## src/sv/jct_pkg.sv

```systemverilog
// Shared types, constants and the axis quantizer for the joystick cursor tracker.
package jct_pkg;

    localparam int TimeW   = 64;
    localparam int AdcW    = 12;
    localparam int PosW    = 16;
    localparam int CfgW    = 32;
    localparam int CfgIdxW = 2;

    // Configuration register indexes
    localparam logic [CfgIdxW-1:0] RegUpdatePeriod   = 2'd0;
    localparam logic [CfgIdxW-1:0] RegVisibleTimeout = 2'd1;
    localparam logic [CfgIdxW-1:0] RegButtonLockout  = 2'd2;

    // Configuration reset values
    localparam logic [CfgW-1:0] UpdatePeriodRst   = 32'd30000;
    localparam logic [CfgW-1:0] VisibleTimeoutRst = 32'd5000000;
    localparam logic [CfgW-1:0] ButtonLockoutRst  = 32'd200000;

    // Quantizer thresholds
    localparam logic [AdcW-1:0] ThBigHi   = 12'd3072;
    localparam logic [AdcW-1:0] ThSmallHi = 12'd2560;
    localparam logic [AdcW-1:0] ThBigLo   = 12'd512;
    localparam logic [AdcW-1:0] ThSmallLo = 12'd1536;

    // Step sizes and home position
    localparam logic signed [PosW-1:0] StepBig   = 16'sd10;
    localparam logic signed [PosW-1:0] StepSmall = 16'sd3;
    localparam logic signed [PosW-1:0] PosRst    = 16'sd120;

    typedef struct packed {
        logic [TimeW-1:0] time_us;
        logic             button_level;
        logic [AdcW-1:0]  adc_x;
        logic [AdcW-1:0]  adc_y;
    } poll_t;

    typedef struct packed {
        logic                   updated;
        logic signed [PosW-1:0] pos_x;
        logic signed [PosW-1:0] pos_y;
        logic                   visible;
    } result_t;

    typedef struct packed {
        logic [CfgW-1:0] update_period;
        logic [CfgW-1:0] visible_timeout;
        logic [CfgW-1:0] button_lockout;
    } cfg_t;

    // Map one ADC sample to a signed step of -10, -3, 0, +3 or +10
    function automatic logic signed [PosW-1:0] quantize(input logic [AdcW-1:0] a);
        logic signed [PosW-1:0] step;
        if (a > ThBigHi) begin
            step = StepBig;
        end else if (a > ThSmallHi) begin
            step = StepSmall;
        end else if (a < ThBigLo) begin
            step = -StepBig;
        end else if (a < ThSmallLo) begin
            step = -StepSmall;
        end else begin
            step = '0;
        end
        return step;
    endfunction

endpackage

```

## src/sv/jct_tracker.sv

```systemverilog
// Cursor state and the per-poll update: rate gate, steps, press lockout, visibility.
module jct_tracker (
    input  logic            aclk,
    input  logic            aresetn,
    input  jct_pkg::cfg_t   cfg,
    input  jct_pkg::poll_t  poll,
    input  logic            step_en,
    output jct_pkg::result_t result
);
    import jct_pkg::*;

    logic [TimeW-1:0]       last_poll_reg,  last_poll_next;
    logic                   prev_btn_reg,   prev_btn_next;
    logic [TimeW-1:0]       last_press_reg, last_press_next;
    logic [TimeW-1:0]       activity_reg,   activity_next;
    logic                   visible_reg,    visible_next;
    logic signed [PosW-1:0] cur_x_reg,      cur_x_next;
    logic signed [PosW-1:0] cur_y_reg,      cur_y_next;

    logic                   poll_ok;
    logic                   move;
    logic                   press;
    logic                   act;
    logic signed [PosW-1:0] dx;
    logic signed [PosW-1:0] dy;
    logic [TimeW-1:0]       act_time;
    logic                   vis_new;

    // Gate, quantize and press detection; all differences wrap modulo 2^64
    always_comb begin
        poll_ok  = (poll.time_us - last_poll_reg) >= {{(TimeW-CfgW){1'b0}}, cfg.update_period};
        dx       = quantize(poll.adc_x);
        dy       = quantize(poll.adc_y);
        move     = (dx != '0) || (dy != '0);
        press    = poll.button_level && !prev_btn_reg
                   && ((poll.time_us - last_press_reg)
                       > {{(TimeW-CfgW){1'b0}}, cfg.button_lockout});
        act      = move || press;
        act_time = act ? poll.time_us : activity_reg;
        // fresh activity means zero elapsed time, so only a zero timeout hides it
        vis_new  = act ? (cfg.visible_timeout != '0)
                       : ((poll.time_us - activity_reg)
                          < {{(TimeW-CfgW){1'b0}}, cfg.visible_timeout});
    end

    // Next state: only an accepted poll moves anything
    always_comb begin
        last_poll_next  = last_poll_reg;
        prev_btn_next   = prev_btn_reg;
        last_press_next = last_press_reg;
        activity_next   = activity_reg;
        visible_next    = visible_reg;
        cur_x_next      = cur_x_reg;
        cur_y_next      = cur_y_reg;
        if (poll_ok) begin
            last_poll_next  = poll.time_us;
            prev_btn_next   = poll.button_level;
            last_press_next = press ? poll.time_us : last_press_reg;
            activity_next   = act_time;
            visible_next    = vis_new;
            cur_x_next      = cur_x_reg + dx;
            cur_y_next      = cur_y_reg + dy;
        end
    end

    // Result reflects the state after this poll
    always_comb begin
        result.updated = poll_ok && act;
        result.pos_x   = cur_x_next;
        result.pos_y   = cur_y_next;
        result.visible = visible_next;
    end

    always_ff @(posedge aclk) begin
        if (!aresetn) begin
            last_poll_reg  <= '0;
            prev_btn_reg   <= 1'b0;
            last_press_reg <= '0;
            activity_reg   <= '0;
            visible_reg    <= 1'b1;
            cur_x_reg      <= PosRst;
            cur_y_reg      <= PosRst;
        end else if (step_en) begin
            last_poll_reg  <= last_poll_next;
            prev_btn_reg   <= prev_btn_next;
            last_press_reg <= last_press_next;
            activity_reg   <= activity_next;
            visible_reg    <= visible_next;
            cur_x_reg      <= cur_x_next;
            cur_y_reg      <= cur_y_next;
        end
    end

endmodule

```

## src/sv/joystick_cursor_tracker_unit.sv

```systemverilog
// Top level of the joystick cursor tracker: handshakes, config registers, result register.
//
// Usage:
//   Input channel (s_*): one poll per item, carrying a microsecond timestamp,
//   the button level and two 12-bit ADC samples. Output channel (m_*): one
//   result item per poll, with the updated flag, the 16-bit signed cursor
//   position and the visible flag after that poll.
//   Config port: cfg_wr_en writes cfg_wdata into register cfg_index
//   (0 update period, 1 visible timeout, 2 button lockout); index 3 is
//   ignored. Write only while no item is in flight.
//   The result is registered: the input register feeds the result register.
//   Throughput: one item per cycle while m_ready is high; the state update
//   is a single pass of 64-bit subtract/compare logic between the input and
//   result registers. Reset: clears both pipeline stages, loads the register
//   defaults and puts the cursor at (120, 120), visible.
//   Stall: when m_ready is low the result holds; the input register still
//   takes one more item, after which s_ready drops until the result is taken.
module joystick_cursor_tracker_unit (
    input  logic                          aclk,
    input  logic                          aresetn,
    input  logic                          s_valid,
    output logic                          s_ready,
    input  logic [jct_pkg::TimeW-1:0]     s_time_us,
    input  logic                          s_button_level,
    input  logic [jct_pkg::AdcW-1:0]      s_adc_x,
    input  logic [jct_pkg::AdcW-1:0]      s_adc_y,
    output logic                          m_valid,
    input  logic                          m_ready,
    output logic                          m_updated,
    output logic signed [jct_pkg::PosW-1:0] m_pos_x,
    output logic signed [jct_pkg::PosW-1:0] m_pos_y,
    output logic                          m_visible,
    input  logic                          cfg_wr_en,
    input  logic [jct_pkg::CfgIdxW-1:0]   cfg_index,
    input  logic [jct_pkg::CfgW-1:0]      cfg_wdata
);
    import jct_pkg::*;

    cfg_t    cfg_reg;
    poll_t   poll_reg;
    logic    in_valid_reg;
    result_t result_reg;
    logic    out_valid_reg;
    result_t result_next;
    logic    advance;

    // Pipeline control: input stage moves when the result stage is free
    assign advance = in_valid_reg && (!out_valid_reg || m_ready);
    assign s_ready = !in_valid_reg || advance;

    // Config registers
    always_ff @(posedge aclk) begin
        if (!aresetn) begin
            cfg_reg.update_period   <= UpdatePeriodRst;
            cfg_reg.visible_timeout <= VisibleTimeoutRst;
            cfg_reg.button_lockout  <= ButtonLockoutRst;
        end else if (cfg_wr_en) begin
            unique case (cfg_index)
                RegUpdatePeriod:   cfg_reg.update_period   <= cfg_wdata;
                RegVisibleTimeout: cfg_reg.visible_timeout <= cfg_wdata;
                RegButtonLockout:  cfg_reg.button_lockout  <= cfg_wdata;
                default: ;
            endcase
        end
    end

    // Input register
    always_ff @(posedge aclk) begin
        if (!aresetn) begin
            in_valid_reg <= 1'b0;
        end else if (s_ready) begin
            in_valid_reg <= s_valid;
        end
    end

    always_ff @(posedge aclk) begin
        if (s_valid && s_ready) begin
            poll_reg.time_us      <= s_time_us;
            poll_reg.button_level <= s_button_level;
            poll_reg.adc_x        <= s_adc_x;
            poll_reg.adc_y        <= s_adc_y;
        end
    end

    jct_tracker u_tracker (
        .aclk    (aclk),
        .aresetn (aresetn),
        .cfg     (cfg_reg),
        .poll    (poll_reg),
        .step_en (advance),
        .result  (result_next)
    );

    // Result register
    always_ff @(posedge aclk) begin
        if (!aresetn) begin
            out_valid_reg <= 1'b0;
        end else if (advance) begin
            out_valid_reg <= 1'b1;
        end else if (m_ready) begin
            out_valid_reg <= 1'b0;
        end
    end

    always_ff @(posedge aclk) begin
        if (advance) begin
            result_reg <= result_next;
        end
    end

    assign m_valid   = out_valid_reg;
    assign m_updated = result_reg.updated;
    assign m_pos_x   = result_reg.pos_x;
    assign m_pos_y   = result_reg.pos_y;
    assign m_visible = result_reg.visible;

endmodule

```

## config.mk

```make
export PLATFORM = sky130hd
export DESIGN_NAME = joystick_cursor_tracker_unit
export DESIGN_NICKNAME = d
export VERILOG_FILES = /design/src/sv/jct_pkg.sv /design/src/sv/jct_tracker.sv /design/src/sv/joystick_cursor_tracker_unit.sv
export SDC_FILE = /design/constraint.sdc
export NUM_CORES = 1
export LEC_CHECK = 0
export BUFFER_PORTS_ARGS = -buffer_cell sky130_fd_sc_hd__buf_2
export CAP_MARGIN = 40
export CELL_PAD_IN_SITES_DETAIL_PLACEMENT = 0
export CELL_PAD_IN_SITES_GLOBAL_PLACEMENT = 2
export CORE_ASPECT_RATIO = 0.5
export CORE_UTILIZATION = 39
export DETAILED_ROUTE_END_ITERATION = 7
export HOLD_SLACK_MARGIN = 0.15
export PLACE_DENSITY_LB_ADDON = 0.3
export SLEW_MARGIN = 25
export SYNTH_ARGS = -nofsm -noshare
export SYNTH_HDL_FRONTEND = slang
export SYNTH_SLANG_ARGS = --single-unit
export TNS_END_PERCENT = 50
```

## constraint.sdc

```tcl
create_clock -name aclk -period 7 [get_ports aclk]
set_input_delay 1.75 -clock aclk [delete_from_list [all_inputs] [get_ports aclk]]
set_output_delay 1.75 -clock aclk [all_outputs]
set_load 0.02 [all_outputs]
```

* Word level (Yosys, flattened, before mapping) *
Cells that the tools add are included.

cells by class
  $add $sub $neg = 5
  order comparisons = 11
  equal/unequal tests = 2
  muxes and demuxes = 14
  reductions and logical operators = 23

operators by type and width
  operator                                              count
  subtractor 64 bit                                     3
  2-to-1 mux 16 bit                                     10
  >= comparator 64 x 32 -> 1 bit                        1
  > comparator 64 x 32 -> 1 bit                         1
  < comparator 64 x 32 -> 1 bit                         1
  > comparator 12 bit, second input constant            4
  adder 16 bit                                          2
  nonzero test 16 bit                                   2
  nonzero test 32 bit                                   1
  < comparator 12 x 10 -> 1 bit, second input constant  2
  < comparator 12 x 11 -> 1 bit, second input constant  2
  AND reduction 2 bit                                   4
  AND reduction 3 bit                                   2
  logical AND 1 bit                                     5
  logical OR 1 bit                                      4
  2-to-1 mux 1 bit                                      4
  logical NOT 1 bit                                     3
  equality test 2 x 1 -> 1 bit, second input constant   1
  equality test 2 bit, second input constant            1
  logical NOT 2 bit                                     1
  nonzero test 2 bit                                    1

storage, ports and cells
  register bits = 447
  input port bits = 128
  output and inout bits = 36
  word-level logic and storage cells = 75

* Longest topological paths before layout *
Gate-level depths: netlist of the first run.

  depth after elaboration = 10
  gate-level depth with buffers = 28
  depth with buffers taken out = 26

* Cells and area by module *
A second synthesis of the first run with hierarchy kept.

second synthesis, totals
  cell total of the unflattened synthesis = 4247
  area, all modules = 34405.5 sq um

by module, submodules not included
  module                        instances  cells each  area each (sq um)  sequential area each (sq um)
  jct_tracker                   1          3747        26895.8            4524.3
  joystick_cursor_tracker_unit  1          500         7509.7             5655.4

* Worst setup path before layout of the first run *
OpenSTA, ideal clock, no wires.

  kind = register -> register
  from = register poll_reg[25] (netlist bit)
  to = register result_reg, in the netlist m_pos_x[10] (data pin)
  library setup time = 0.262 ns
  arrival time = 6.074 ns
  required time = 6.738 ns
  slack = 0.664 ns
  stages on the path, launching flop included = 28
  path buffers = 2
  period minus slack after synthesis = 6.336 ns
  cells stage by stage = edfxtp_1 > inv_1 > ha_1 > inv_1 > fa_1 > a211oi_2 > o211ai_1 > a211oi_1 > o31ai_4 > a21oi_1 > o21ba_2 > o21ai_0 > xor2_1 > ha_1 > nand4_1 > nor4_1 > a2111o_1 > nor4_1 > nand4_1 > nor4_1 > nand4_1 > or3_1 > nor4_1 > nand4_1 > nor4b_4 > buf_6 > buf_6 > mux2_1

RTL lines
  element                 RTL line                             source
  start: declaration      joystick_cursor_tracker_unit.sv:40   poll_t poll_reg;
  end signal: assignment  joystick_cursor_tracker_unit.sv:107  result_reg <= result_next;
  end: declaration        joystick_cursor_tracker_unit.sv:42   result_t result_reg;

==> run summary, run 1 <==
The number of different library cells used by synthesis comes to 105. The number of cells traversed by the worst hold path came out at 2. The clock tree from TritonCTS is built. The row count came out at 76. The worst reg2reg path depth is 28. Once detailed placement completed, the half-perimeter wirelength came to ~110 mm. Dividing the detail-routed via count by the number of cells gives approximately 5.7. The time the final worst path needs with I/O delays and setup is just under 7000 ps. The count of fill cells added during filler insertion came out at 8,769. In the final routed layout, each cell accounts on average for between 20 and 25 microns. The number of ports placed on the die boundary came out at 164. The synthesized area is between 30,000 and 40,000 sq um.

The fraction of the mapped netlist area in compound gates came to 0.202. The overall routed net length is 130 mm. After synthesis, the largest family of logic cells by area is compound AO/OA/AOI/OAI gates. The cell area after placement came out at around 37,000 sq um. The largest stage delay on the critical path is 470 ps. The congestion estimate from routability-driven global placement came to approximately 1. By area the synthesized netlist is led by dfxtp_1, ha_1, edfxtp_1. The synthesized instance count is between 4,000 and 5,000. The via count of the first global-routing pass is a little under 30,000.

Data arrives at the worst endpoint at about 7300 ps. STA classifies the critical path startpoint as a flop. The number of buffers between clock root and the deepest sink is 3. The number of clock buffers inserted by TritonCTS came out at 47. Across all layers, the routed design uses 31,600 vias.

Clock tree synthesis selected as its root buffer the cell clkbuf_16. The floorplan step defined a core boundary enclosing a little under 90,000 sq um. The number of max-slew violations in the final report came out at 0. The average instance area after synthesis came out at just over 8 sq um. The DRC violation count after routing is 0.

The number of hold buffers added after CTS was 0. The proportion of netlist area held by the largest area contributor is 0.188. The global-route total usage across every layer came out at 0.285. The switching component of the power came out at 2.93 mW. Of all flip-flops after synthesis, the portion carrying an async set or reset was 0. The pre-antenna-repair detailed-routing pass consisted of 5 iterations. The final count of hold timing violations is 0.

The maximum level of the CTS H-tree is 2. Setup repair after global routing left no endpoint under its margin. The clock arrives with roughly 27 ps of skew.

The final global-route overflow total came out at 0. Setup violations remaining at the end of the flow were counted as 0. Of the total power, registers draw 0.350. The effective utilization at floorplan came out at 0.397. The initial DRC count came out at between 2,000 and 3,000. The ratio of cells with drive above 1 in the final layout came out at 0.0978. The clock-pin slew of the registers on the worst-case setup and hold paths is 60 ps.

Entering global routing, the biggest net connects 163 pins. The number of maximum-capacitance constraint violations is 0. The switching part of the total is 0.351. STA classifies the critical path endpoint as a flop. The power share of the combinational group is 0.309. The post-synthesis register bit count is approximately 450. The setup slack of the worst register-to-register path came out at 250 ps.

Summing internal, switching and leakage power gives between 8 and 9 mW. The part of the cycle the worst path needs is 0.964. The area of all placed cells without fillers is a little under 40,000 sq um. The leakage power figure came out at ~15 nW. The number of flip-flops under the largest register name is 96.

In this design, the critical path's most frequently occurring cell is buf_4. The part of the total power dissipated in the clock network came out at 0.341. dfxtp_1 takes more of the synthesized area than any other cell. The proportion of synthesized area in mux cells came out at 0.0795.

The run finished with clean final reports. Dividing total power by cell area gives a power density of between 200 and 250 nW/um^2. Of the total synthesized cell area, the portion taken by full adders, half adders and majority gates is 0.117. For this design, the slowest cell found on the critical path is fa_1. Along the worst path, the maximum fanout reaches 4.

The first-pass GRT wire length is 192 mm. The worst slew slack as a fraction of its limit is 0.359. Synthesis produced a netlist with a net count of 4,682.

The net count of the finished layout is 4,796. The die is roughly 420 microns wide. The initial antenna violation count is 2. The synthesis-to-layout area growth is 11.6%. The later-pin clock latency in the skew report is approximately 640 ps.

The worst-margin pin slew came out at 952 ps. The setup path with the least slack is of type flop to flop. The internal power is ~5.4 mW.

The number of enable flip-flop cells after synthesis is ~120. Counting every sink on the clock net gives roughly 450. The post-synthesis xor/xnor area fraction is 0.0409. The maximum resistive drop on vdd came out at roughly 0.00017 V. Measured on the finished design, the core utilization comes to 0.444.

The part of the Yosys area used for sequential elements is 0.295. The worst path required time is between 7000 and 8000 ps. The floorplan step set the die height to about 210 microns. The number of nets with antenna violations after detailed routing came out at 0.

The die covers around 90,000 sq um. The fmax is around 150 MHz. During placement, the flow inserted port buffers numbering about 160.

In the synthesized netlist the dominant register cell turns out to be dfxtp_1. The tightest min-delay check is of the flop to flop type. Of the total synthesized cell area, the portion taken by AND, OR, NAND and NOR gates is 0.198.

The number of synthesis warnings is 0.
-- cells by family (layout without fill, tap and decap cells) --
group | count (synthesis) | in the layout
AOI/OAI and AO/OA | 1063 | 1063
muxes | 269 | 269
other | 0 | 2
and+or+nand+nor | 1432 | 1432
buffers and inverters | 544 | 697
xor gates and xnor gates | 161 | 161
adders and majority gates | 319 | 319
DFF | 447 | 447
-- layout by cell type (no fill, tap or decap), drive strengths merged, types with 11 or more instances in the layout --
| cell | count |
|---|---|
| nor3 | 81 |
| o2111ai | 15 |
| nor2 | 221 |
| inv | 344 |
| xor2 | 62 |
| nand4 | 116 |
| dfxtp | 324 |
| nor4 | 55 |
| nand2 | 624 |
| a211oi | 37 |
| a21o | 74 |
| or2 | 13 |
| nor2b | 112 |
| o21a | 47 |
| a21oi | 333 |
| clkbuf | 73 |
| edfxtp | 123 |
| buf | 264 |
| nor3b | 12 |
| and2 | 14 |
| ha | 314 |
| or3 | 20 |
| xnor2 | 99 |
| nand2b | 38 |
| mux2 | 36 |
| o21ai | 192 |
| o31ai | 23 |
| a31oi | 22 |
| a21boi | 85 |
| o22ai | 11 |
| and3 | 20 |
| mux2i | 233 |
| nand3 | 59 |
| o21bai | 39 |
| o31a | 11 |
| o211ai | 51 |
-- Yosys cell counts (all sizes together), types with 99 or more instances --
| cell type | count |
|---|---|
| inv | 342 |
| o21ai | 192 |
| ha | 314 |
| mux2i | 233 |
| nor2b | 112 |
| clkbuf | 141 |
| nor2 | 221 |
| nand4 | 116 |
| nand2 | 624 |
| edfxtp | 123 |
| dfxtp | 324 |
| xnor2 | 99 |
| a21oi | 333 |
-- cell type report --
type	count	area [sq um]	share of cell area
multi-input combinational	3244	22100	0.574
tap	1170	1460	0.0380
antenna	2	5.00	0.000130
inverter	342	1280	0.0333
clock buffer	71	1400	0.0363
sequential	447	10200	0.264
timing repair buffer	267	1780	0.0462
clock inverter	17	308	0.00799
-- worst max-delay path: cells and delay by family, from the launching register on --
kind                       cells  cell delay [ps]
AOI/OAI and AO/OA              8             1910
xor gates and xnor gates       1              300
adders and majority gates      2              780
buffers and inverters          7             1260
DFF                            1              450
and+or+nand+nor               10             1880
-- layer usage --
metal,global-route usage,vias to the layer above,part of all wire
li1,-,15400,-
met1,0.409,15200,0.49
met2,0.414,857,0.40
met3,0.0835,120,0.083
met4,0.0688,2,0.024
met5,0,-,0.000092
-- per-stage QoR --
stage                     worst slack (ps)  TNS [ps]  std cells  hold slack, ps
after detailed placement              -122     -1680       5458             447
after floorplan                        664         0       4235             435
after global placement                28.2         0       5454             443
after global routing                  12.7         0       5559             471
after CTS                             29.7         0       5548             458
final                                  250         0       5560             454
-- repair_timing --
item,4_1_cts,5_1_grt
setup endpoints to repair,38,202
pin swaps,1,8
setup buffers,1,6
gates cloned,1,0
gates resized for setup,2,17
-- path summary, 6_finish.rpt --
path | from | endpoint
worst max-delay path | poll_reg[26]$_DFFE_PP_ | m_visible$_DFFE_PP_
worst min-delay path | u_tracker.activity_reg[6]$_SDFFE_PN0P_ | u_tracker.activity_reg[6]$_SDFFE_PN0P_
worst max register to register | poll_reg[26]$_DFFE_PP_ | m_visible$_DFFE_PP_
worst min register to register | u_tracker.activity_reg[6]$_SDFFE_PN0P_ | u_tracker.activity_reg[6]$_SDFFE_PN0P_
-- power by group through the flow --
stage	logic (mW)	clock network [mW]	registers, mW
3_5_place_dp	2.50	0	2.98
2_1_floorplan	1.72	0	2.96
4_1_cts	2.52	2.93	2.93
6_report	2.58	2.85	2.92
5_1_grt	2.82	3.02	2.94
3_3_place_gp	2.50	0	2.98
Note: power is estimated with default switching activity, not from simulation.
==> run 2: changes to the inputs <==
--- a/config.mk
+++ b/config.mk
@@ -5,13 +5,13 @@
 export SDC_FILE = /design/constraint.sdc
 export NUM_CORES = 1
 export LEC_CHECK = 0
-export BUFFER_PORTS_ARGS = -buffer_cell sky130_fd_sc_hd__buf_2
 export CAP_MARGIN = 40
 export CELL_PAD_IN_SITES_DETAIL_PLACEMENT = 0
 export CELL_PAD_IN_SITES_GLOBAL_PLACEMENT = 2
 export CORE_ASPECT_RATIO = 0.5
-export CORE_UTILIZATION = 39
+export CORE_UTILIZATION = 40
 export DETAILED_ROUTE_END_ITERATION = 7
+export DONT_BUFFER_PORTS = 1
 export HOLD_SLACK_MARGIN = 0.15
 export PLACE_DENSITY_LB_ADDON = 0.3
 export SLEW_MARGIN = 25
==> run summary, run 2 (synthesis results as in run 1) <==
The via count of the first global-routing pass was 29,000. After the last flow step, the layout net total stands at roughly 4,600. The number of max-slew violations in the final report came out at 0. The power per cell area is between 200 and 250 nW/um^2. After floorplanning, the core was sized to cover roughly 85,000 sq um.

The number of cells traversed by the worst hold path is 2. The initial utilization of the core area, before any placement, comes to 0.408. The worst slew slack as a fraction of its limit is 0.357.

The number of ports placed on the die boundary came out at between 150 and 200. The commonest non-fill, non-tap cell in the layout is nand2_1. The number of flip-flops under the largest register name is 96.

At the worst endpoint, the required time is about 7500 ps. The die extent in y came out at about 210 microns. The library cell used as clock root buffer is clkbuf_16. Setup violations remaining at the end of the flow were counted as 0. The worst endpoint data arrival time is around 7500 ps. The initial DRC count is 2,984.

STA classifies the critical path startpoint as a flop. Once detail routing completed, the nets flagged for antenna violations numbered 0. The final layout contains routed wiring with a total length of between 100 and 150 mm. The number of maximum-capacitance constraint violations came out at 0. The number of clock buffers inserted by TritonCTS is 46.

The overall via count from detail_route came out at ~31,000. The last weighted congestion value of the routability-driven placer came out at approximately 0.99. The half-perimeter wire length after placement is ~110 mm. The wire length per cell after detailed routing is between 20 and 25 microns.

The setup slack of the worst register-to-register path is between 60 and 70 ps. The initial antenna violation count came to 2. The capture instance of the worst register-to-register path is m_visible$_DFFE_PP_. The worst setup path is captured at a flop. The quantity of hold-fixing buffers added after cts came out at 0. The pin count of the biggest net entering global routing came out at slightly below 400. The leakage power figure came out at between 10 and 15 nW.

The run finished with clean final reports. The ratio of cells with drive above 1 in the final layout came out at 0.0661. The sink count of the clock tree came out at ~450. The time the final worst path needs with I/O delays and setup came out at about 7000 ps. The clock-pin slew of the registers on the worst-case setup and hold paths is 70 ps.

The worst hold path begins at u_tracker.activity_reg[13]$_SDFFE_PN0P_. The area of all placed cells without fillers is ~38,000 sq um. The fmax is roughly 140 MHz. The synthesis-to-layout area growth came out at 9.65%.

Port buffering added 0 buffers. The maximum resistive drop on vdd came out at ~0.00021 V. The DRC violation count after routing came out at 0.

The final count of hold timing violations came to 0. In this run the worst path has a maximum fanout of 7. The area of the die came out at a little under 90,000 sq um. TritonCTS built the clock tree.

The count of fill cells added during filler insertion is about 8,500. The first global-routing pass estimated about 190 mm of wire. The later-pin clock latency in the skew report is between 600 and 700 ps. The worst setup path is of the flop to flop kind. The final global-route overflow total came out at 0.

The number of buffers between clock root and the deepest sink is 3. Leaving out fill and tap cells, the most frequent cells in the layout are nand2_1, inv_1, dfxtp_1. The path class of the tightest hold or removal check is flop to flop.

The detailed-route vias per instance came out at about 5.8. At the pin with the least slew margin, the transition time is about 950 ps. The worst reg2reg path depth is 25. The startpoint identified for the worst register-to-register timing path is poll_reg[36]$_DFFE_PP_. The part of the cycle the worst path needs is 0.990.

The number of search-and-repair iterations in the first detailed-routing pass is 5. In this run the number of H-tree levels came out at 2. The worst-case clock skew is 53.0 ps. The die outline width came out at between 400 and 500 microns. The cell area after placement came out at around 36,000 sq um.

Across every metal layer, demand over resource in global routing totals 0.292. The final-layout worst hold slack came out at 455 ps. The worst hold endpoint is u_tracker.activity_reg[13]$_SDFFE_PN0P_. The row count is 75.
-- run 2: where the power goes --
part / switching [mW] / internal, mW / total [mW]
clock: 1.21 / 1.59 / 2.79
combinational: 1.55 / 0.925 / 2.48
sequential: 0.143 / 2.82 / 2.96
total: 2.90 / 5.33 / 8.23
-- run 2: routing by layer --
layer  routed length (microns)  up-vias  GRT usage
met5                         0        -          0
met4                      2040        0     0.0472
met3                      7980      102     0.0412
met2                     54000      901      0.423
met1                     68500    15400      0.458
li1                          -    15100          -
-- run 2: timing repair --
action | 4_1_cts | 5_1_grt
pin swaps | 0 | 20
resized for setup | 2 | 40
endpoints found under the setup margin | 1 | 260
cloned | 0 | 4
buffers inserted | 0 | 10
-- run 2: how the worst max path moves through the flow --
| stage | slack (ps) | startpoint | depth (start not counted) | endpoint |
|---|---|---|---|---|
| 2_1_floorplan | 660 | poll_reg[25]$_DFFE_PP_ | 27 | m_pos_x[10]$_DFFE_PP_ |
| 3_3_place_gp | 30 | poll_reg[28]$_DFFE_PP_ | 25 | m_visible$_DFFE_PP_ |
| 3_5_place_dp | -80 | poll_reg[28]$_DFFE_PP_ | 25 | m_visible$_DFFE_PP_ |
| 4_1_cts | 40 | poll_reg[28]$_DFFE_PP_ | 25 | m_visible$_DFFE_PP_ |
| 5_1_grt | -70 | poll_reg[25]$_DFFE_PP_ | 30 | u_tracker.cur_x_reg[3]$_SDFFE_PN1P_ |
| 6_report | 70 | poll_reg[36]$_DFFE_PP_ | 25 | m_visible$_DFFE_PP_ |
-- run 2: layout make-up --
| type | count | area (sq um) | share of cell area |
|---|---|---|---|
| diodes | 3 | 7.51 | 0.000199 |
| clock buffers | 55 | 1220 | 0.0322 |
| repair buffers | 106 | 1080 | 0.0287 |
| inverters | 342 | 1280 | 0.0339 |
| clock inverters | 30 | 427 | 0.0113 |
| flip-flops and latches | 447 | 10200 | 0.269 |
| well taps | 1155 | 1450 | 0.0382 |
| multi-input cells | 3244 | 22200 | 0.586 |
-- run 2: metrics by stage --
step | TNS (ps) | power [mW] | worst slack (ps) | std cells | util
floorplan | 0 | 4.68 | 664 | 4235 | -
global placement | 0 | 5.38 | 29.4 | 5269 | 0.422
detailed placement | -82.6 | 5.39 | -82.6 | 5275 | 0.423
CTS | 0 | 8.22 | 38.9 | 5360 | 0.442
global route | -1390 | 8.63 | -70.4 | 5379 | 0.447
finish | 0 | 8.23 | 69.6 | 5382 | 0.447
-- run 2: worst max-delay path, cell delays in order (launching register included) --
cell,delay [ps]
edfxtp_1,490
buf_4,200
ha_1,390
nand2_1,100
o21ai_0,350
a31oi_1,200
o211ai_1,580
nor2_1,140
o21bai_1,200
a21oi_1,130
xnor2_1,170
ha_1,310
a21oi_1,210
nand2_1,210
nor4_4,370
o2111ai_1,240
a311oi_2,410
o2111ai_1,180
a311oi_1,330
buf_4,180
and4b_1,200
and4_1,240
nand4_1,330
nor4b_2,340
buf_4,150
o31a_1,110
